## config.mk

```make
export PLATFORM = sky130hd
export DESIGN_NAME = rlmc_width
export DESIGN_NICKNAME = d
export VERILOG_FILES = /design/src/rtl/rlmc_pkg.sv /design/src/rtl/rlmc_width.sv
export SDC_FILE = /design/constraint.sdc
export NUM_CORES = 1
export LEC_CHECK = 0
export ABC_AREA = 1
export BUFFER_PORTS_ARGS = -buffer_cell sky130_fd_sc_hd__buf_2
export CORE_MARGIN = 2
export CORE_UTILIZATION = 40
export DETAILED_ROUTE_END_ITERATION = 16
export GPL_TIMING_DRIVEN = 0
export SYNTH_ARGS = -nofsm -noshare
export SYNTH_HDL_FRONTEND = slang
export SYNTH_SLANG_ARGS = --single-unit
```

## constraint.sdc

```tcl
create_clock -name clk -period 9.6 [get_ports clk]
set_clock_uncertainty 0.2 [all_clocks]
set_input_delay 0.96 -clock clk [delete_from_list [all_inputs] [get_ports clk]]
set_output_delay 0.96 -clock clk [all_outputs]
set_load 0.02 [all_outputs]
```

## src/rtl/rlmc_pkg.sv

```systemverilog
// ----------------------------------------------------------------------------
// rlmc_pkg
// Shared types and constants for the rgb led mode controller.
// ----------------------------------------------------------------------------
package rlmc_pkg;

  localparam int WHEEL_STEPS = 360;
  localparam int MAX_LEVEL   = 120;
  localparam int SEG_STEPS   = WHEEL_STEPS / 3;
  localparam int HUE_W       = $clog2(WHEEL_STEPS);

  localparam int LEVEL_W    = 7;
  localparam int WIDTH_W    = 13;
  localparam int PERIOD_W   = 16;
  localparam int HOLD_W     = 8;
  localparam int CFG_DATA_W = 16;
  localparam int CFG_IDX_W  = 1;

  // level * period, then divide by 1000 through a reciprocal
  localparam int PROD_W    = LEVEL_W + PERIOD_W;
  localparam int DIV_MUL_W = 24;
  localparam int DIV_SH    = 33;
  localparam logic [DIV_MUL_W-1:0] DIV_MUL = 24'd8589935;
  localparam int QUO_W     = PROD_W + DIV_MUL_W - DIV_SH;

  localparam logic [WIDTH_W-1:0] WIDTH_MAX = '1;

  typedef logic [LEVEL_W-1:0] level_t;
  typedef logic [WIDTH_W-1:0] width_t;

  typedef enum logic [1:0] {
    MODE_AUTO   = 2'd0,
    MODE_SELECT = 2'd1,
    MODE_WAIT   = 2'd2,
    MODE_ADJUST = 2'd3
  } mode_t;

  typedef enum logic [1:0] {
    CH_RED   = 2'd0,
    CH_GREEN = 2'd1,
    CH_BLUE  = 2'd2
  } chan_t;

  typedef enum logic [CFG_IDX_W-1:0] {
    CFG_PERIOD_LOAD = 1'b0,
    CFG_LONG_PRESS  = 1'b1
  } cfg_idx_t;

  typedef struct packed {
    logic b1;
    logic b2;
  } btn_t;

  typedef struct packed {
    mode_t        mode;
    chan_t        channel;
    level_t [2:0] level;
    logic   [2:0] wr;
    logic         plus_one;
  } ctrl_st_t;

endpackage

```

## src/rtl/rlmc_width.sv

```systemverilog
// ----------------------------------------------------------------------------
// rlmc_width
// Pulse width of one channel: level times period, divided by 1000, saturated.
// ----------------------------------------------------------------------------
module rlmc_width import rlmc_pkg::*; (
  input  logic                clk,
  input  logic                en,
  input  level_t              level,
  input  logic [PERIOD_W-1:0] period,
  output width_t              width
);

  localparam int QP_W = PROD_W + DIV_MUL_W;

  logic [PROD_W-1:0] prod_r;
  logic [QP_W-1:0]   quo_prod;
  logic [QUO_W-1:0]  quo;

  always_ff @(posedge clk) begin
    if (en) prod_r <= PROD_W'(level) * PROD_W'(period);
  end

  // reciprocal of 1000, exact over the product range
  assign quo_prod = QP_W'(prod_r) * QP_W'(DIV_MUL);
  assign quo      = quo_prod[QP_W-1:DIV_SH];
  assign width    = (quo > QUO_W'(WIDTH_MAX)) ? WIDTH_MAX : quo[WIDTH_W-1:0];

endmodule

```

# --- Word level (Yosys, flattened, before mapping) ---
# Index checks and enable logic that the tools add are counted.
totals:
  register_bits: 23
  elab_cells: 5
op_classes:
  n_mul: 2
  order_cmp: 1
  n_mux: 1
op_table:
  columns: ["op", "count"]
  rows:
  - ["multiplier 23 x 24 -> 47 bit (second input constant)", 1]
  - ["multiplier 7 x 16 -> 23 bit", 1]
  - ["greater-than comparator 14 x 13 -> 1 bit (second input constant)", 1]
  - ["2-to-1 mux 13 bit", 1]

# --- Logic depth before layout (Yosys ltp) ---
# Gate-level depths: netlist of the first run.
depth:
  word_depth: 3
  mapped_depth: 29
  ltp_nobuf: 28

# --- Least setup slack after synthesis of the first run ---
# Ideal clock, no wire load.
synth_timing:
  path_kind: "reg-to-output"
  start: "register prod_r[20]"
  end: "output width[0]"
  arrival_time_ns: 5.623
  t_required_ns: 8.440
  setup_slack_ns: 2.817
  stages_incl_launch_ff: 26
  path_buffers: 1
  path_cell_list: "edfxtp_1 > fa_1 > fa_1 > inv_1 > fa_1 > inv_1 > fa_1 > fa_1 > fa_1 > inv_1 > fa_1 > inv_1 > ha_1 > nand2_1 > nand2_1 > nand2_1 > nand2_1 > nand2_1 > nand2_1 > inv_1 > nand2_1 > nand2_1 > nand2_1 > nor2_2 > buf_6 > nand3_2"
synth_via:
  elab_chain_len: 3
synth_lines:
  columns: ["element", "line_no", "rtl"]
  rows:
  - ["start, declared", "rlmc_width.sv:15", "logic [PROD_W-1:0] prod_r;"]
  - ["start signal, assigned", "rlmc_width.sv:20", "if (en) prod_r <= PROD_W'(level) * PROD_W'(period);"]
  - ["multiplier 23 x 24 -> 47 bit *", "rlmc_width.sv:24", "assign quo_prod = QP_W'(prod_r) * QP_W'(DIV_MUL);"]
  - ["greater-than comparator 14 x 13 -> 1 bit", "rlmc_width.sv:26", "assign width = (quo > QUO_W'(WIDTH_MAX)) ? WIDTH_MAX : quo[WIDTH_W-1:0];"]
  - ["2-to-1 mux 13 bit *", "rlmc_width.sv:26", null]
  - ["end, declared", "rlmc_width.sv:10", "output width_t width"]
# Mark *: on every way between the ends. The rest lies on a longest branch, timed or not.

# --- Worst setup path in the final report of the first run ---
layout_timing:
  start: "register prod_r[20]"
  end: "output width[2]"
# Same word-level chain as after synthesis.

==> results of run 1 <==
## area by class of cell
class	count	area [µm²]
multi-input cells	1265	11300
plain buffers	15	63.8
clock buffers	3	75.1
inverters	558	2090
well taps	455	569
fillers	3629	19700
clock inverters	1	7.51
repair buffers	30	150
flip-flops and latches	23	691
## through the flow
step / cells / utilization (%) / area, µm² / setup WS (ns)
4_1_cts: 2350 / 43.1 / 15000 / 1.74
3_3_place_gp: 2346 / 42.9 / 14900 / 2.08
6_report: 2350 / 43.1 / 15000 / 1.81
3_5_place_dp: 2346 / 42.9 / 14900 / 2.02
2_1_floorplan: 1861 / - / 14200 / 2.82
5_1_grt: 2350 / 43.1 / 15000 / 1.45
## cell families (layout without fill, tap and decap cells)
family,after synthesis,after routing,synth area share [%]
compound gates,82,82,3.29
xor+xnor,17,17,1.05
fa+ha+maj,503,503,56.3
buf+inv,573,607,15.2
flops,23,23,4.87
simple gates,663,663,19.3
## per-layer routing
metal  routed length (µm)  vias up  GRT usage, %
met5                   11        -             0
met4                 1200        2          6.02
met3                  874       57          1.02
met2                17200      183          37.4
met1                15500     5246          25.0
li1                     -     5593             -
## worst paths after layout
check | from | to | depth (start not counted)
setup / recovery | prod_r[20] | width[2] | 26
hold / removal | period[0] | prod_r[0] | 3
## cells in the final DEF (no fill, tap or decap), drive strengths merged
master,Yosys,routed
or2,3,3
nand3b,2,2
a31oi,1,1
fa,224,224
ha,279,279
nand4,21,21
edfxtp,23,23
a21oi,49,49
nor3,9,9
a21o,4,4
and2,1,1
clkbuf,14,17
nand3,57,57
inv,558,558
nand2,471,471
a21boi,3,3
o21bai,9,9
nor2,99,99
buf,1,31
xnor2,4,4
xor2,13,13
clkinvlp,0,1
o21ai,16,16
==> summary.md, run 1 <==
| Metric | Value |
|---|---|
| Status | finished clean |
| Wire length per cell | 14.8 µm |
| Post-synth cell types | 32 |
| Biggest register | prod_r |
| Setup violators final | 0 |
| Clock transition at path regs | 0.06 ns |
| Vias in the first global route | 11946 |
| Crit share post-route | 81.2% |
| Crit path DAT | 6.63 ns |
| HP Class | in2reg |
| CTS root buffer | clkbuf_16 |
| FFs w/ async S/R, synth | 0% |
| Required @ worst endpoint | 8.44 ns |
| Crit path max-delay family | adder cells |
| CTS Buf Count | 3 |
| Routed vias/inst | 4.72 |
| Setup bufs post-CTS | 0 |
| Share of layout cells above drive strength 1 | 3.69% |
| Slew @ Worst Pin | 0.627 ns |
| Mean Syn Cell Area | 7.62 µm² |
| Worst Setup Path Type | reg2out |
| Biggest area consumer among synthesized cells | fa_1 |
| Number of diodes | 0 |
| Initial core utilization | 40.8% |
| Die H | 192 µm |
| # rows | 68 |
| Horiz. Die Dim | 192 µm |
| Post-Syn Nets | 2389 |
| Count of flip-flops with a built-in enable after synthesis | 23 |
| Most common library cells after synthesis | inv_1 (554), nand2_1 (466), ha_1 (279), fa_1 (224), nor2_1 (91) |
| Max Slew Vio Count | 0 |
| I/O pins | 38 |
| WL final | 34700 µm |
| Most common cell on crit path | nand2_1 |
| Cell Area, Synth | 14200 µm² |
| Num Clock Sinks | 23 |
| Post_cts resized | 0 |
| Share of the synthesized area in the top cell type | 31.6% |
| Final Wtd Congestion | 0.946 |
| Slowest CP cell | edfxtp_1 |
| Critical path endpoint category | primary output |
| # port buffers | 30 |
| Hold Violations, Final | 0 |
| Max_cap viols | 0 |
| Layout area overhead | 5.66% |
| F_max | 0.128 GHz |
| Biggest regs | prod_r x23 |
| Max FFs per register | 23 |
| DRC viols | 0 |
| CTS tree | built |
| Cells after synthesis | 1861 |
| Synth Flop Type | edfxtp_1 |
| Area contributors post-synth | fa_1 (32%), ha_1 (25%), inv_1 (15%) |
| Yosys warns | 0 |
| Nets@finish | 2424 |
| Detail Route Antenna Nets | 0 |
| Clock Tree Buf Depth | 2 |
| Yosys reg bits | 23 |
| Post-DP HPWL | 31600 µm |
| Starting DRC count in detailed routing | 478 |
| Core area | 34700 µm² |
| Register area share after synthesis | 4.87% |
| Global-route wire length before repair | 58300 µm |
| Largest net degree at the start of global routing | 24 |
| Initial antenna violation count | 1 |
| Die Area | 37000 µm² |
| Worst slew margin | 58.2% |
| Startpoint Class | flip-flop |
| H-tree lvl count | 1 |
| Post-CTS Hold Fix Bufs | 0 |
| Worst hold slack | 0.907 ns |
| Worst path max stage delay | 0.64 ns |
| Tmin final | 7.79 ns |
| DRT Pass-1 Iters | 5 |
| Total negative slack | 0 ns |
| Most frequent cell after synthesis | inv_1 |
| Crit path max fanout | 10 |
| Crit path buf inv count | 8 |
| Total Routing Usage GR | 20.1% |
| RSZ-0062 raised after global routing | no |
| GR Overflow Total | 0 |
| Via Count | 11081 |
Power of run 1 is left out: the tool's default activity adds up to more than one toggle a clock period on the data nets, which glitch-free logic cannot reach.
==> inputs of run 2 (changes only) <==
- ABC_AREA: 1 -> 0
- clock period: 9.6 -> 6.65 ns (I/O delays scaled with it)
==> run 2 against run 1 <==
Against the previous run:
- the run now ends with setup timing left
- non-clock buffer count up 53
- routed wire length is 17% lower
- first-iteration DRC count down 16%
- via count down 17%
- critical path depth fell by 6
- sequential cell count did not move
- area after synthesis down 11%
- sequential share of layout area up 0.26 points
- synthesized cell count is 28% lower
- critical path type unchanged
==> summary.md, run 2 <==
| Metric | Value |
|---|---|
| Status | finished with violations |
| Failing checks | setup timing |
| Met2 routed wirelength | 14100 µm |
| Biggest regs | prod_r x23 |
| Share of the synthesized area in the top cell type | 35.5% |
| HP Class | in2reg |
| FFs w/ async S/R, synth | 0% |
| F_max | 0.132 GHz |
| Startpoint Class | flip-flop |
| Commonest non-fill, non-tap cells in the layout | inv_1 (340), ha_1 (267), fa_1 (215) |
| I/O pins | 38 |
| Area taken by flip-flops and latches | 691 µm² |
| Cell Area, Synth | 12600 µm² |
| Crit share post-route | 114% |
| Final worst setup slack | -0.923 ns |
| Post-synth cell types | 57 |
| Crit path max-delay family | adder cells |
| Commonest non-fill, non-tap cell in the layout | inv_1 |
| Final Wtd Congestion | 0.910 |
| Tmin final | 7.57 ns |
| Die H | 182 µm |
| WL final | 28700 µm |
| Hold Violations, Final | 0 |
| DRT Pass-1 Iters | 5 |
| Clock Tree Buf Depth | 2 |
| Global-route wire length before repair | 47100 µm |
| Most common cell on crit path | fa_1 |
| Worst path max stage delay | 0.65 ns |
| Footprint of the multi-input gates | 10900 µm² |
| Most frequent cell after synthesis | inv_1 |
| CTS root buffer | clkbuf_16 |
| Die Area | 33000 µm² |
| Initial core utilization | 40.4% |
| Crit path buf inv count | 6 |
| Routed vias/inst | 5.02 |
| Max FFs per register | 23 |
| Total Routing Usage GR | 17.8% |
| Initial antenna violation count | 0 |
| Biggest area consumer among synthesized cells | fa_1 |
| Yosys reg bits | 23 |
| CTS tree | built |
| Core area | 31300 µm² |
| Post-CTS Hold Fix Bufs | 0 |
| Largest net degree at the start of global routing | 24 |
| Final instance area | 14200 µm² |
| Crit path DAT | 6.71 ns |
| Number of diodes | 0 |
| Nets@finish | 1960 |
| Layout area overhead | 12.1% |
| Count of flip-flops with a built-in enable after synthesis | 23 |
| Top sig layer | met4 |
| Area contributors post-synth | fa_1 (35%), ha_1 (28%), inv_1 (10%) |
| Vias in the first global route | 9286 |
| Register area share after synthesis | 5.46% |
| Mean Syn Cell Area | 9.42 µm² |
| Wire length per cell | 15.6 µm |
| Slowest CP cell | a2111oi_1 |
| Max_cap viols | 0 |
| RSZ-0062 raised after global routing | yes |
| Most common library cells after synthesis | inv_1 (352), ha_1 (279), fa_1 (224), nand2_1 (114), a21oi_1 (48) |
| WL met1 | 13200 µm |
| Setup violators final | 13 |
| GR Overflow Total | 0 |
| Post-DP HPWL | 25100 µm |
| Starting DRC count in detailed routing | 400 |
| Clock transition at path regs | 0.06 ns |
| Met3 WL | 1040 µm |
| Yosys warns | 0 |
| Cells after synthesis | 1341 |
| Slew @ Worst Pin | 0.736 ns |
| Biggest register | prod_r |
| Synth Flop Type | edfxtp_1 |
| Post-Syn Nets | 1869 |
| Horiz. Die Dim | 182 µm |
| Critical path endpoint category | primary output |
| Num Clock Sinks | 23 |
| # port buffers | 37 |
| H-tree lvl count | 1 |
| # rows | 65 |
| CTS Buf Count | 3 |
| Via Count | 9200 |
| Post-DP Area | 13500 µm² |
| Fillers | 3004 |
| Max Slew Vio Count | 0 |
| Required @ worst endpoint | 5.78 ns |
| Worst slew margin | 50.8% |
| Crit path max fanout | 6 |
| Detail Route Antenna Nets | 0 |
| Total negative slack | -11.19 ns |
| Share of layout cells above drive strength 1 | 11.5% |
| DRC viols | 0 |
| CP Cell Sequence | fa_2, fa_1, inv_2, fa_2, inv_2, fa_1, fa_2, fa_1, inv_1, fa_1, inv_2, ha_4, a21oi_4, o311ai_4, buf_4, a2111oi_1, a211oi_1, o21a_1, o21ai_4, buf_6 |
| Worst Setup Path Type | reg2out |
run 2: path summary, 6_finish.rpt:
check | from | endpoint | depth (start not counted)
min | period[0] | prod_r[0] | 2
max | prod_r[21] | width[9] | 20
run 2: layout make-up:
class | instances | share of cell area (%)
multi-input combinational | 954 | 76.8
inverter | 352 | 9.33
sequential | 23 | 4.87
timing repair buffer | 86 | 4.47
tap | 402 | 3.55
clock buffer | 4 | 0.556
buffer | 12 | 0.433
run 2: what timing repair did:
item | in CTS | in global routing
resized for setup | 38 | 30
gates cloned | 1 | 0
buffers inserted | 35 | 13
setup endpoints to repair | 13 | 13
endpoints found under the hold margin | 0 | 0
pin swaps | 19 | 12
run 2: cells by family (layout without fill, tap and decap cells):
family / Yosys count / in the layout / synth area share, %
buffers and inverters: 364 / 454 / 10.9
flip-flops: 23 / 23 / 5.46
adder cells (fa/ha/maj): 503 / 503 / 63.1
XOR/XNOR: 23 / 23 / 1.59
AO/OA/AOI/OAI: 169 / 169 / 8.96
multiplexers: 5 / 5 / 0.396
AND/OR/NAND/NOR: 254 / 254 / 9.61
run 2: layer usage:
| metal | track usage (%) | vias up |
|---|---|---|
| met4 | 2.02 | 0 |
| li1 | - | 4476 |
| met1 | 24.9 | 4578 |
| met3 | 1.74 | 24 |
| met5 | 0 | - |
| met2 | 31.0 | 122 |
run 2: metrics by stage:
stage                     cells  worst slack, ns  utilization (%)  hold slack [ns]
after floorplan            1341           -0.361                -            0.577
after global placement     1780            -1.33             43.1            0.907
after detailed placement   1780            -1.35             43.1            0.904
after CTS                  1820           -0.996             44.6            0.636
after global routing       1833            -1.11             45.3            0.660
final                      1833           -0.923             45.3            0.642
Power of run 2 is left out for the same reason.
