**config.mk**
```make
export PLATFORM = sky130hd
export DESIGN_NAME = rlmc_ctrl
export DESIGN_NICKNAME = d
export VERILOG_FILES = /design/src/rtl/rlmc_pkg.sv /design/src/rtl/rlmc_ctrl.sv
export SDC_FILE = /design/constraint.sdc
export NUM_CORES = 1
export LEC_CHECK = 0
export BUFFER_PORTS_ARGS = -buffer_cell sky130_fd_sc_hd__buf_2
export CORE_ASPECT_RATIO = 0.9
export CORE_UTILIZATION = 38
export DETAILED_ROUTE_END_ITERATION = 10
export PLACE_DENSITY_LB_ADDON = 0.12
export SETUP_SLACK_MARGIN = 0.5
export SLEW_MARGIN = 20
export SYNTH_ARGS = -nofsm -noshare
export SYNTH_HDL_FRONTEND = slang
export SYNTH_SLANG_ARGS = --single-unit
```
**constraint.sdc**
```tcl
create_clock -name clk -period 9.85 [get_ports clk]
set_input_delay 1.97 -clock clk [delete_from_list [all_inputs] [get_ports clk]]
set_output_delay 1.97 -clock clk [all_outputs]
set_load 0.05 [all_outputs]
```
**src/rtl/rlmc_pkg.sv**
```systemverilog
// ----------------------------------------------------------------------------
// rlmc_pkg
// Shared types and constants for the rgb led mode controller.
// ----------------------------------------------------------------------------
package rlmc_pkg;

  localparam int WHEEL_STEPS = 360;
  localparam int MAX_LEVEL   = 120;
  localparam int SEG_STEPS   = WHEEL_STEPS / 3;
  localparam int HUE_W       = $clog2(WHEEL_STEPS);

  localparam int LEVEL_W    = 7;
  localparam int WIDTH_W    = 13;
  localparam int PERIOD_W   = 16;
  localparam int HOLD_W     = 8;
  localparam int CFG_DATA_W = 16;
  localparam int CFG_IDX_W  = 1;

  // level * period, then divide by 1000 through a reciprocal
  localparam int PROD_W    = LEVEL_W + PERIOD_W;
  localparam int DIV_MUL_W = 24;
  localparam int DIV_SH    = 33;
  localparam logic [DIV_MUL_W-1:0] DIV_MUL = 24'd8589935;
  localparam int QUO_W     = PROD_W + DIV_MUL_W - DIV_SH;

  localparam logic [WIDTH_W-1:0] WIDTH_MAX = '1;

  typedef logic [LEVEL_W-1:0] level_t;
  typedef logic [WIDTH_W-1:0] width_t;

  typedef enum logic [1:0] {
    MODE_AUTO   = 2'd0,
    MODE_SELECT = 2'd1,
    MODE_WAIT   = 2'd2,
    MODE_ADJUST = 2'd3
  } mode_t;

  typedef enum logic [1:0] {
    CH_RED   = 2'd0,
    CH_GREEN = 2'd1,
    CH_BLUE  = 2'd2
  } chan_t;

  typedef enum logic [CFG_IDX_W-1:0] {
    CFG_PERIOD_LOAD = 1'b0,
    CFG_LONG_PRESS  = 1'b1
  } cfg_idx_t;

  typedef struct packed {
    logic b1;
    logic b2;
  } btn_t;

  typedef struct packed {
    mode_t        mode;
    chan_t        channel;
    level_t [2:0] level;
    logic   [2:0] wr;
    logic         plus_one;
  } ctrl_st_t;

endpackage

```
**src/rtl/rlmc_ctrl.sv**
```systemverilog
// ----------------------------------------------------------------------------
// rlmc_ctrl
// Mode sequencer, colour wheel, key press tracker and level adjust for one word.
// ----------------------------------------------------------------------------
module rlmc_ctrl import rlmc_pkg::*; (
  input  logic              clk,
  input  logic              rst_n,
  input  logic              take,
  input  btn_t              btn,
  input  logic [HOLD_W-1:0] long_press_ticks,
  output ctrl_st_t          st
);

  typedef enum logic [1:0] {
    KEY_IDLE = 2'd0,
    KEY_SEEN = 2'd1,
    KEY_HELD = 2'd2
  } key_t;

  localparam logic [4:0] DWELL_MIN   = 5'd1;
  localparam logic [4:0] DWELL_MAX   = 5'd20;
  localparam logic [4:0] DWELL_RESET = 5'd10;
  localparam level_t     LEVEL_MAX   = LEVEL_W'(MAX_LEVEL);
  localparam logic [LEVEL_W:0] STEP_W   = (LEVEL_W+1)'(10);
  localparam logic [LEVEL_W:0] FLOOR_W  = (LEVEL_W+1)'(10);
  localparam logic [LEVEL_W:0] MAX_W    = (LEVEL_W+1)'(MAX_LEVEL);
  localparam logic [HUE_W-1:0] SEG_A      = HUE_W'(SEG_STEPS);
  localparam logic [HUE_W-1:0] SEG_B      = HUE_W'(2 * SEG_STEPS);
  localparam logic [HUE_W-1:0] WHEEL_LAST = HUE_W'(WHEEL_STEPS - 1);
  localparam int OFFM_W  = HUE_W + LEVEL_W;
  localparam int RISE_SH = 26;
  localparam int RP_W    = OFFM_W + RISE_SH;
  localparam logic [RISE_SH-1:0] RISE_MUL =
    RISE_SH'((2**RISE_SH + SEG_STEPS - 1) / SEG_STEPS);

  mode_t             phase_r, phase_nxt;
  logic [HUE_W-1:0]  hue_r, hue_nxt;
  logic [4:0]        dwell_set_r, dwell_set_nxt;
  logic [4:0]        dwell_cnt_r, dwell_cnt_nxt;
  key_t              key_r, key_nxt;
  logic [HOLD_W-1:0] press_r, press_nxt;
  logic [HOLD_W-1:0] hold_r, hold_nxt;
  chan_t             chan_r, chan_nxt;
  level_t [2:0]      level_r, level_nxt;
  logic [2:0]        wr_r, wr_nxt;
  logic              plus_r, plus_nxt;
  logic [1:0]        rel_r, rel_nxt;

  logic [1:0]        seg_no;
  logic [HUE_W-1:0]  off;
  logic [OFFM_W-1:0] off_scaled;
  logic [RP_W-1:0]   rise_prod;
  logic [OFFM_W-1:0] rise_q;
  level_t            rise;
  level_t            fall;
  level_t [2:0]      wheel_lvl;
  logic [5:0]        cnt_inc;
  logic [1:0]        ch_idx;
  logic [LEVEL_W:0]  adj;

  // colour wheel position to levels
  always_comb begin
    if (hue_r >= SEG_B) begin
      seg_no = 2'd2;
      off    = hue_r - SEG_B;
    end else if (hue_r >= SEG_A) begin
      seg_no = 2'd1;
      off    = hue_r - SEG_A;
    end else begin
      seg_no = 2'd0;
      off    = hue_r;
    end
    off_scaled = OFFM_W'(off) * OFFM_W'(MAX_LEVEL);
    rise_prod  = RP_W'(off_scaled) * RP_W'(RISE_MUL);
    rise_q     = rise_prod[RP_W-1:RISE_SH];
    rise       = (rise_q > OFFM_W'(MAX_LEVEL)) ? LEVEL_MAX : rise_q[LEVEL_W-1:0];
    fall       = LEVEL_MAX - rise;
    case (seg_no)
      2'd0: begin
        wheel_lvl[0] = fall;
        wheel_lvl[1] = rise;
        wheel_lvl[2] = '0;
      end
      2'd1: begin
        wheel_lvl[0] = '0;
        wheel_lvl[1] = fall;
        wheel_lvl[2] = rise;
      end
      default: begin
        wheel_lvl[0] = rise;
        wheel_lvl[1] = '0;
        wheel_lvl[2] = fall;
      end
    endcase
  end

  always_comb begin
    phase_nxt     = phase_r;
    hue_nxt       = hue_r;
    dwell_set_nxt = dwell_set_r;
    dwell_cnt_nxt = dwell_cnt_r;
    key_nxt       = key_r;
    press_nxt     = press_r;
    hold_nxt      = hold_r;
    chan_nxt      = chan_r;
    level_nxt     = level_r;
    wr_nxt        = '0;
    plus_nxt      = 1'b0;
    rel_nxt       = rel_r;
    cnt_inc       = {1'b0, dwell_cnt_r} + 6'd1;
    adj           = '0;
    case (chan_r)
      CH_RED:   ch_idx = 2'd0;
      CH_GREEN: ch_idx = 2'd1;
      default:  ch_idx = 2'd2;
    endcase

    case (phase_r)
      MODE_AUTO: begin
        if (btn.b1 && btn.b2) begin
          phase_nxt = MODE_SELECT;
          key_nxt   = KEY_SEEN;
          press_nxt = '0;
          hold_nxt  = '0;
        end else begin
          level_nxt = wheel_lvl;
          if (btn.b1 && dwell_set_nxt > DWELL_MIN) dwell_set_nxt = dwell_set_nxt - 5'd1;
          if (btn.b2 && dwell_set_nxt < DWELL_MAX) dwell_set_nxt = dwell_set_nxt + 5'd1;
          wr_nxt   = '1;
          plus_nxt = 1'b1;
          if (cnt_inc >= {1'b0, dwell_set_nxt}) begin
            dwell_cnt_nxt = '0;
            hue_nxt       = (hue_r == WHEEL_LAST) ? '0 : hue_r + HUE_W'(1);
          end else begin
            dwell_cnt_nxt = cnt_inc[4:0];
          end
        end
      end
      MODE_SELECT: begin
        case (key_r)
          KEY_SEEN: begin
            if (btn.b1) begin
              key_nxt = KEY_HELD;
              if (press_r != '1) press_nxt = press_r + HOLD_W'(1);
            end
          end
          KEY_HELD: begin
            if (!btn.b1) key_nxt = KEY_IDLE;
          end
          default: begin
            key_nxt = btn.b1 ? KEY_SEEN : KEY_IDLE;
          end
        endcase
        if (key_nxt == KEY_HELD) begin
          hold_nxt = (hold_r == '1) ? hold_r : hold_r + HOLD_W'(1);
        end else begin
          hold_nxt = '0;
        end
        if (hold_nxt > long_press_ticks) begin
          phase_nxt = MODE_WAIT;
        end else if (!btn.b1 && !btn.b2) begin
          phase_nxt = MODE_ADJUST;
          chan_nxt  = (press_nxt == HOLD_W'(1)) ? CH_RED : CH_BLUE;
          rel_nxt   = '0;
        end
      end
      MODE_WAIT: begin
        if (!btn.b1 && !btn.b2) begin
          phase_nxt = MODE_ADJUST;
          chan_nxt  = CH_GREEN;
          rel_nxt   = '0;
        end
      end
      default: begin
        if (btn.b1 && btn.b2) begin
          phase_nxt = MODE_SELECT;
          key_nxt   = KEY_SEEN;
          press_nxt = '0;
          hold_nxt  = '0;
        end else begin
          adj = {1'b0, level_r[ch_idx]};
          if (!btn.b1 && rel_r[0]) begin
            adj = (adj <= FLOOR_W + STEP_W) ? FLOOR_W : adj - STEP_W;
            wr_nxt[ch_idx] = 1'b1;
          end
          if (!btn.b2 && rel_r[1]) begin
            adj = (adj + STEP_W > MAX_W) ? MAX_W : adj + STEP_W;
            wr_nxt[ch_idx] = 1'b1;
          end
          level_nxt[ch_idx] = adj[LEVEL_W-1:0];
          rel_nxt = {btn.b2, btn.b1};
        end
      end
    endcase
  end

  always_ff @(posedge clk) begin
    if (!rst_n) begin
      phase_r     <= MODE_AUTO;
      hue_r       <= '0;
      dwell_set_r <= DWELL_RESET;
      dwell_cnt_r <= '0;
      key_r       <= KEY_IDLE;
      press_r     <= '0;
      hold_r      <= '0;
      chan_r      <= CH_RED;
      level_r[0]  <= LEVEL_MAX;
      level_r[1]  <= '0;
      level_r[2]  <= '0;
      wr_r        <= '0;
      plus_r      <= 1'b0;
      rel_r       <= '0;
    end else if (take) begin
      phase_r     <= phase_nxt;
      hue_r       <= hue_nxt;
      dwell_set_r <= dwell_set_nxt;
      dwell_cnt_r <= dwell_cnt_nxt;
      key_r       <= key_nxt;
      press_r     <= press_nxt;
      hold_r      <= hold_nxt;
      chan_r      <= chan_nxt;
      level_r     <= level_nxt;
      wr_r        <= wr_nxt;
      plus_r      <= plus_nxt;
      rel_r       <= rel_nxt;
    end
  end

  assign st.mode     = phase_r;
  assign st.channel  = chan_r;
  assign st.level    = level_r;
  assign st.wr       = wr_r;
  assign st.plus_one = plus_r;

  a_no_return: assert property (@(posedge clk) disable iff (!rst_n)
    (phase_r != MODE_AUTO) |=> (phase_r != MODE_AUTO))
    else $error("auto mode re-entered");

  a_level_cap: assert property (@(posedge clk) disable iff (!rst_n)
    (level_r[0] <= LEVEL_MAX) && (level_r[1] <= LEVEL_MAX) && (level_r[2] <= LEVEL_MAX))
    else $error("level above maximum");

  a_hold_key: assert property (@(posedge clk) disable iff (!rst_n)
    (hold_r != '0) |-> (key_r == KEY_HELD))
    else $error("hold count without held key");

endmodule

```
* Word-level counts from Yosys, hierarchy flattened
Cells that the tools add are included.
W data, S select, Z words.
** Word-level totals
- Memories :: 0
- Output and inout port bits :: 29
- Memory bits (writable) :: 0
- Logic and storage cells :: 153
- ROM bits :: 0
- Input bits :: 13
- Latch bits :: 0
- Register bits :: 68
** Cells by class
- Muxes and demuxes :: 71
- $mul :: 2
- Bitwise operators :: 5
- $lt $le $gt $ge :: 11
- Add/subtract/negate cells :: 11
- Shift operators :: 0
- Reductions and logical operators :: 24
- Equal/unequal tests :: 15
- Divide/modulo/power cells :: 0
** Operators by type and width (count)
- $mux W8 :: 12
- $pmux W21 S2 :: 2
- $mux W7 :: 7
- $mux W21 :: 2
- $mux W5 :: 7
- $mul A13 B20 Y33 const B :: 1
- $pmux W8 S2 :: 2
- $mux W2 :: 14
- $mux W9 :: 3
- $bwmux W21 :: 1
- $pmux W2 S2 :: 5
- $mux W3 :: 6
- $add A8 B1 Y8 const B :: 2
- $bmux W7 S2 :: 1
- $demux W7 S2 :: 1
- $mul A9 B4 Y13 const B :: 1
- $gt A10 B7 Y1 const B :: 1
- $add A9 B1 Y9 const B :: 1
- $eq A9 B9 Y1 const B :: 1
- $ge A9 B7 Y1 const B :: 1
- $ge A9 B8 Y1 const B :: 1
- $reduce_and A3 Y1 :: 3
- $sub A9 B7 Y9 const B :: 1
- $sub A9 B8 Y9 const B :: 1
- 37 further kinds :: 62

* Depth between registers and ports, before layout
- Depth in word-level cells :: 18
- Depth in mapped cells :: 46
- Depth with buffers taken out :: 45

* Worst setup path before layout
No wires, ideal clock.
- Path kind :: reg2reg
- Start point :: reg hue_r[0]
- End point :: reg level_r (netlist bit st[22])
- Cell stages (with the launch flop) :: 44
- Path slack :: 0.414 ns
- Arrival :: 9.366 ns
- Library setup time :: 0.070 ns
- Buffers on the path :: 2
- Path through :: dfxtp_1 inv_1 ha_1 nor2b_1 a211o_1 and3_1 clkbuf_1 xnor2_1 ha_1 xnor2_1 fa_1 inv_1 ha_1 inv_1 nor2_1 nor2_1 o21bai_1 a21oi_1 [... 8 more ...] fa_1 fa_1 inv_1 ha_1 ha_1 and3_1 a31oi_2 a21oi_1 or3_1 a21oi_2 a211oi_2 or3b_4 ha_1 clkbuf_1 a211oi_1 o31ai_2 a31o_1 a21oi_1
** Between the ends
- Cells in the longest elaborated chain, start to end :: 11
- Elaborated cells between the ends (all ways) :: 18
- Classes of those cells :: 3 x add/sub; 2 x mul; 3 x order compare; 1 x eq/ne; 8 x mux; 1 x reduce/logical
** Ends and longest elaborated chain
- start: declaration :: RTL line rlmc_ctrl.sv:37 : logic [HUE_W-1:0] hue_r, hue_nxt;
- start signal: assignment :: RTL line rlmc_ctrl.sv:215 : hue_r <= hue_nxt;
- $sub A9 B7 Y9 or $ge A9 B7 Y1 (tied branches) :: RTL line rlmc_ctrl.sv:68, rlmc_ctrl.sv:66
- $mux W9 :: RTL line rlmc_ctrl.sv:66 : end else if (hue_r >= SEG_A) begin
- $mux W9 :: RTL line rlmc_ctrl.sv:63 : if (hue_r >= SEG_B) begin
- $mul A9 B4 Y13 :: RTL line rlmc_ctrl.sv:73 : off_scaled = OFFM_W'(off) * OFFM_W'(MAX_LEVEL);
- $mul A13 B20 Y33 :: RTL line rlmc_ctrl.sv:74 : rise_prod = RP_W'(off_scaled) * RP_W'(RISE_MUL);
- $gt A10 B7 Y1 :: RTL line rlmc_ctrl.sv:76 : rise = (rise_q > OFFM_W'(MAX_LEVEL)) ? LEVEL_MAX : rise_q[LEVEL_W-1:0];
- $mux W7 :: RTL line rlmc_ctrl.sv:76
- $sub A7 B7 Y7 :: RTL line rlmc_ctrl.sv:77 : fall = LEVEL_MAX - rise;
- $pmux W21 S2 * :: RTL line rlmc_ctrl.sv:78 : case (seg_no)
- $mux W21 * :: RTL line rlmc_ctrl.sv:120 : if (btn.b1 && btn.b2) begin
- $pmux W21 S2 * :: RTL line rlmc_ctrl.sv:118 : case (phase_r)
- end signal: assignment :: RTL line rlmc_ctrl.sv:222 : level_r <= level_nxt;
- end: declaration :: RTL line rlmc_ctrl.sv:44 : level_t [2:0] level_r, level_nxt;
Mark *: on every way between the ends. The rest lies on a longest branch, timed or not. The select of a mux whose other input is x is not followed.
A chain may end at the register's enable or synchronous reset.

* Worst setup path in the final report
- Start point :: reg hue_r[4]
- End point :: reg level_r (netlist bit st[15])
The elaborated chain is that of the path after synthesis.

==> impl_metrics.json <==
{
  "rows": 50,
  "area_growth_pct": 14.7,
  "slowest_delay_ns": 0.52,
  "gr-total-overflow": 0,
  "criticalPathCategory": "flip-flop to flip-flop",
  "clk_latency_ns": 0.34,
  "die_h_um": 141,
  "crit_path_top_delay_cell": "fa_1",
  "min_to": "plus_r$_SDFFE_PN0P_",
  "hold_path_class": "flip-flop to flip-flop",
  "utilization_pct": 44.7,
  "synth_compound_area_share_pct": 24.9,
  "cts_max_path_buffers": 2,
  "cp-end-kind": "flip-flop",
  "worstMarginPinSlew_ns": 0.893,
  "reg2reg_from": "hue_r[4]$_SDFFE_PN0P_",
  "hold_viol_final": 0,
  "syn_nets": 1186,
  "critPathArrivalTime_ns": 9.14,
  "ioPinCount": 42,
  "synthesis.area_um2": 8150,
  "ys_async_sr_fraction_pct": 0,
  "cp-start-kind": "flip-flop",
  "fillers": 2202,
  "post-route-period-util_pct": 90.4,
  "final_antenna_net_count": 0,
  "yosys_warnings": 0,
  "wl_um": 21900,
  "cts_tree": "yes",
  "syn_area_per_cell_um2": 7.90,
  "detail_route.vias_per_cell": 5.45,
  "design_area_um2": 9350,
  "grtUsageTotal_pct": 20.4,
  "ys_top_cells_by_area": "ha_1 18%, dfxtp_1 17%, fa_1 5.7%, a21oi_1 4.6%, o21ai_0 4.4%",
  "fin_crit_ns": 8.91,
  "ir_worst_vdd_v": 0.0000694,
  "core_um2": 20900,
  "drc": 0,
  "muxShareOfSynthArea_pct": 3.61,
  "start_util_pct": 39.0,
  "max_slew_margin_pct": 39.9,
  "place_congestion": 0.896,
  "placed_area_um2": 8690,
  "hold_depth": 2,
  "yosys.area_share.adder_pct": 23.8,
  "fp.dieW_um": 156,
  "setup_viol": 0,
  "r2r-end": "st[15]$_SDFFE_PN0P_",
  "post_drt_wl_per_cell_um": 15.9,
  "seq_area_frac_synth_pct": 16.7,
  "hp-start": "plus_r$_SDFFE_PN0P_",
  "rrSetupSlack_ns": 0.94,
  "outcome": "completed",
  "port_buffers": 41,
  "clk_pin_slew_ns": 0.06,
  "grt_max_degree": 56,
  "grt_pass1_wl_um": 36100,
  "worstPathBufferInverterCount": 3,
  "worst-r2r-cell-count": 38,
  "crit_path_max_fanout": 11,
  "fin_nets": 1237,
  "grt_pass1_vias": 6900,
  "drive_above_1_share_pct": 15.1,
  "hpwl_um": 17000,
  "ys_ff_latch": 68,
  "synth_top_area_share_pct": 18.1,
  "synth.distinct_cells": 89,
  "clock-sinks": 68,
  "finalClockSkew_ns": 0.00840,
  "dieArea_um2": 22000,
  "synth-simple-area-share_pct": 19.1,
  "power_density_nw_per_um2": 97.3,
  "dr.pass1.iters": 7,
  "totalNegativeSetupSlack_ns": 0,
  "maxSlewViolCount": 0,
  "antenna_cells": 0,
  "maxCapViolations": 0,
  "p_leak_nw": 4.33,
  "cts_inserted_buffers": 9,
  "postCtsHoldBufs": 0,
  "rsz0062_at_grt": "no",
  "synth_edf_count": 0,
  "drt_iter0_markers": 459,
  "antenna_found_initial": 0,
  "fmax_mhz": 112,
  "synth_top_flop_cell": "dfxtp_1",
  "synth_top_family_by_area": "compound AO/OA/AOI/OAI gates",
  "yosys.area.top_type": "ha_1",
  "required_ns": 10.08,
  "synth_xor_area_share_pct": 6.00,
  "root_buffer": "clkbuf_16",
  "synthCells": 1032,
  "vias": 7491,
  "crit_family": "adder cells",
  "h-tree-depth": 3
}
[layer usage]
metal	routed length (um)	global-route usage, %	vias up	share of wire, %
met2	9100	30.1	130	42
met1	11900	31.2	3552	55
met4	154	3.10	0	0.70
met5	0	0	-	0
met3	675	2.98	15	3.1
li1	-	-	3794	-
[cell type report]
type	instances	area (um^2)	area share [%]
timing repair buffer	69	415	4.44
tap	286	358	3.83
clock inverter	6	86.3	0.924
multi-input combinational	844	6540	70.0
inverter	91	345	3.69
clock buffer	10	239	2.56
sequential	68	1370	14.6
[worst reg2reg max path, delay by kind of cell, from the launching register on]
family,cells,cell delay [ns]
compound gates,12,2.23
xor+xnor,2,0.37
fa+ha+maj,10,3.55
buf+inv,3,0.20
simple gates,11,2.10
flops,1,0.35
[how the worst max path moves through the flow]
stage	slack [ns]	cells after the start	to	startpoint
3_3_place_gp	0.31	41	st[15]$_SDFFE_PN0P_	hue_r[5]$_SDFFE_PN0P_
2_1_floorplan	0.53	43	st[22]$_SDFFE_PN0P_	hue_r[0]$_SDFFE_PN0P_
5_1_grt	0.48	38	st[15]$_SDFFE_PN0P_	hue_r[4]$_SDFFE_PN0P_
6_report	0.94	38	st[15]$_SDFFE_PN0P_	hue_r[4]$_SDFFE_PN0P_
4_1_cts	0.51	38	st[15]$_SDFFE_PN0P_	hue_r[4]$_SDFFE_PN0P_
3_5_place_dp	0.15	41	st[15]$_SDFFE_PN0P_	hue_r[4]$_SDFFE_PN0P_
[cell usage after synthesis (all sizes together), types with 3 or more instances]
| library cell | number |
|---|---|
| dfxtp | 68 |
| and2 | 15 |
| buf | 7 |
| and3 | 17 |
| o211ai | 12 |
| clkbuf | 22 |
| nand2b | 11 |
| o22a | 4 |
| a22oi | 13 |
| nand3 | 34 |
| o31ai | 3 |
| nand3b | 3 |
| inv | 90 |
| nor3 | 8 |
| o21a | 14 |
| o221ai | 4 |
| nand4 | 9 |
| nor4 | 4 |
| a2111oi | 3 |
| or3 | 8 |
| a21boi | 10 |
| a211oi | 15 |
| xor2 | 22 |
| nor2b | 24 |
| nand2 | 86 |
| a21oi | 76 |
| o21bai | 7 |
| o211a | 6 |
| fa | 23 |
| mux2i | 15 |
| ha | 118 |
| a221oi | 4 |
| a21o | 14 |
| o22ai | 4 |
| o21ai | 84 |
| a31oi | 14 |
| xnor2 | 33 |
| nor2 | 88 |
| mux2 | 8 |
[registers in the layout, indices dropped and copies added, names as in the netlist]
signal / cells
st: 21
hue_r: 9
hold_r: 8
press_r: 8
dwell_cnt_r: 5
dwell_set_r: 5
wr_r: 3
chan_r: 2
key_r: 2
phase_r: 2
rel_r: 2
plus_r: 1
[cells in the final DEF, fill, tap and decap left out, drive strengths merged, types with 13 or more instances in the layout]
cell type / count
nor2b: 24
xnor2: 33
a211oi: 15
and2: 15
o21a: 14
a31oi: 14
a21o: 14
nand3: 34
ha: 118
dfxtp: 68
a22oi: 13
mux2i: 15
xor2: 22
a21oi: 76
buf: 69
nor2: 88
o21ai: 84
nand2: 86
and3: 17
fa: 23
inv: 90
[through the flow]
step / power, mW / hold WS (ns) / std cells / setup WS, ns
2_1_floorplan: 0.482 / 0.457 / 1032 / 0.533
3_3_place_gp: 0.543 / 0.466 / 1345 / 0.307
3_5_place_dp: 0.543 / 0.473 / 1345 / 0.148
4_1_cts: 0.910 / 0.485 / 1363 / 0.511
5_1_grt: 0.960 / 0.522 / 1374 / 0.481
6_report: 0.909 / 0.477 / 1374 / 0.945
[kinds of logic after synthesis]
kind of cell,Yosys count
xor gates and xnor gates,55
muxes,23
DFF,68
AOI/OAI and AO/OA,307
adders and majority gates,141
buffers and inverters,120
and+or+nand+nor,318
[power breakdown]
| part | switching [mW] | internal, mW | total, mW | leakage, nW |
|---|---|---|---|---|
| logic | 0.160 | 0.0849 | 0.245 | 3.62 |
| registers | 0.0125 | 0.288 | 0.300 | 0.555 |
| clock network | 0.135 | 0.229 | 0.364 | 0.159 |
| total | 0.308 | 0.602 | 0.909 | 4.33 |
[timing repair]
action | 4_1_cts | 5_1_grt
cloned | 0 | 0
pin swaps | 3 | 18
gates resized for setup | 13 | 37
setup buffers | 2 | 11
endpoints found under the setup margin | 10 | 17
No activity file was read; power rests on OpenSTA's default activity.
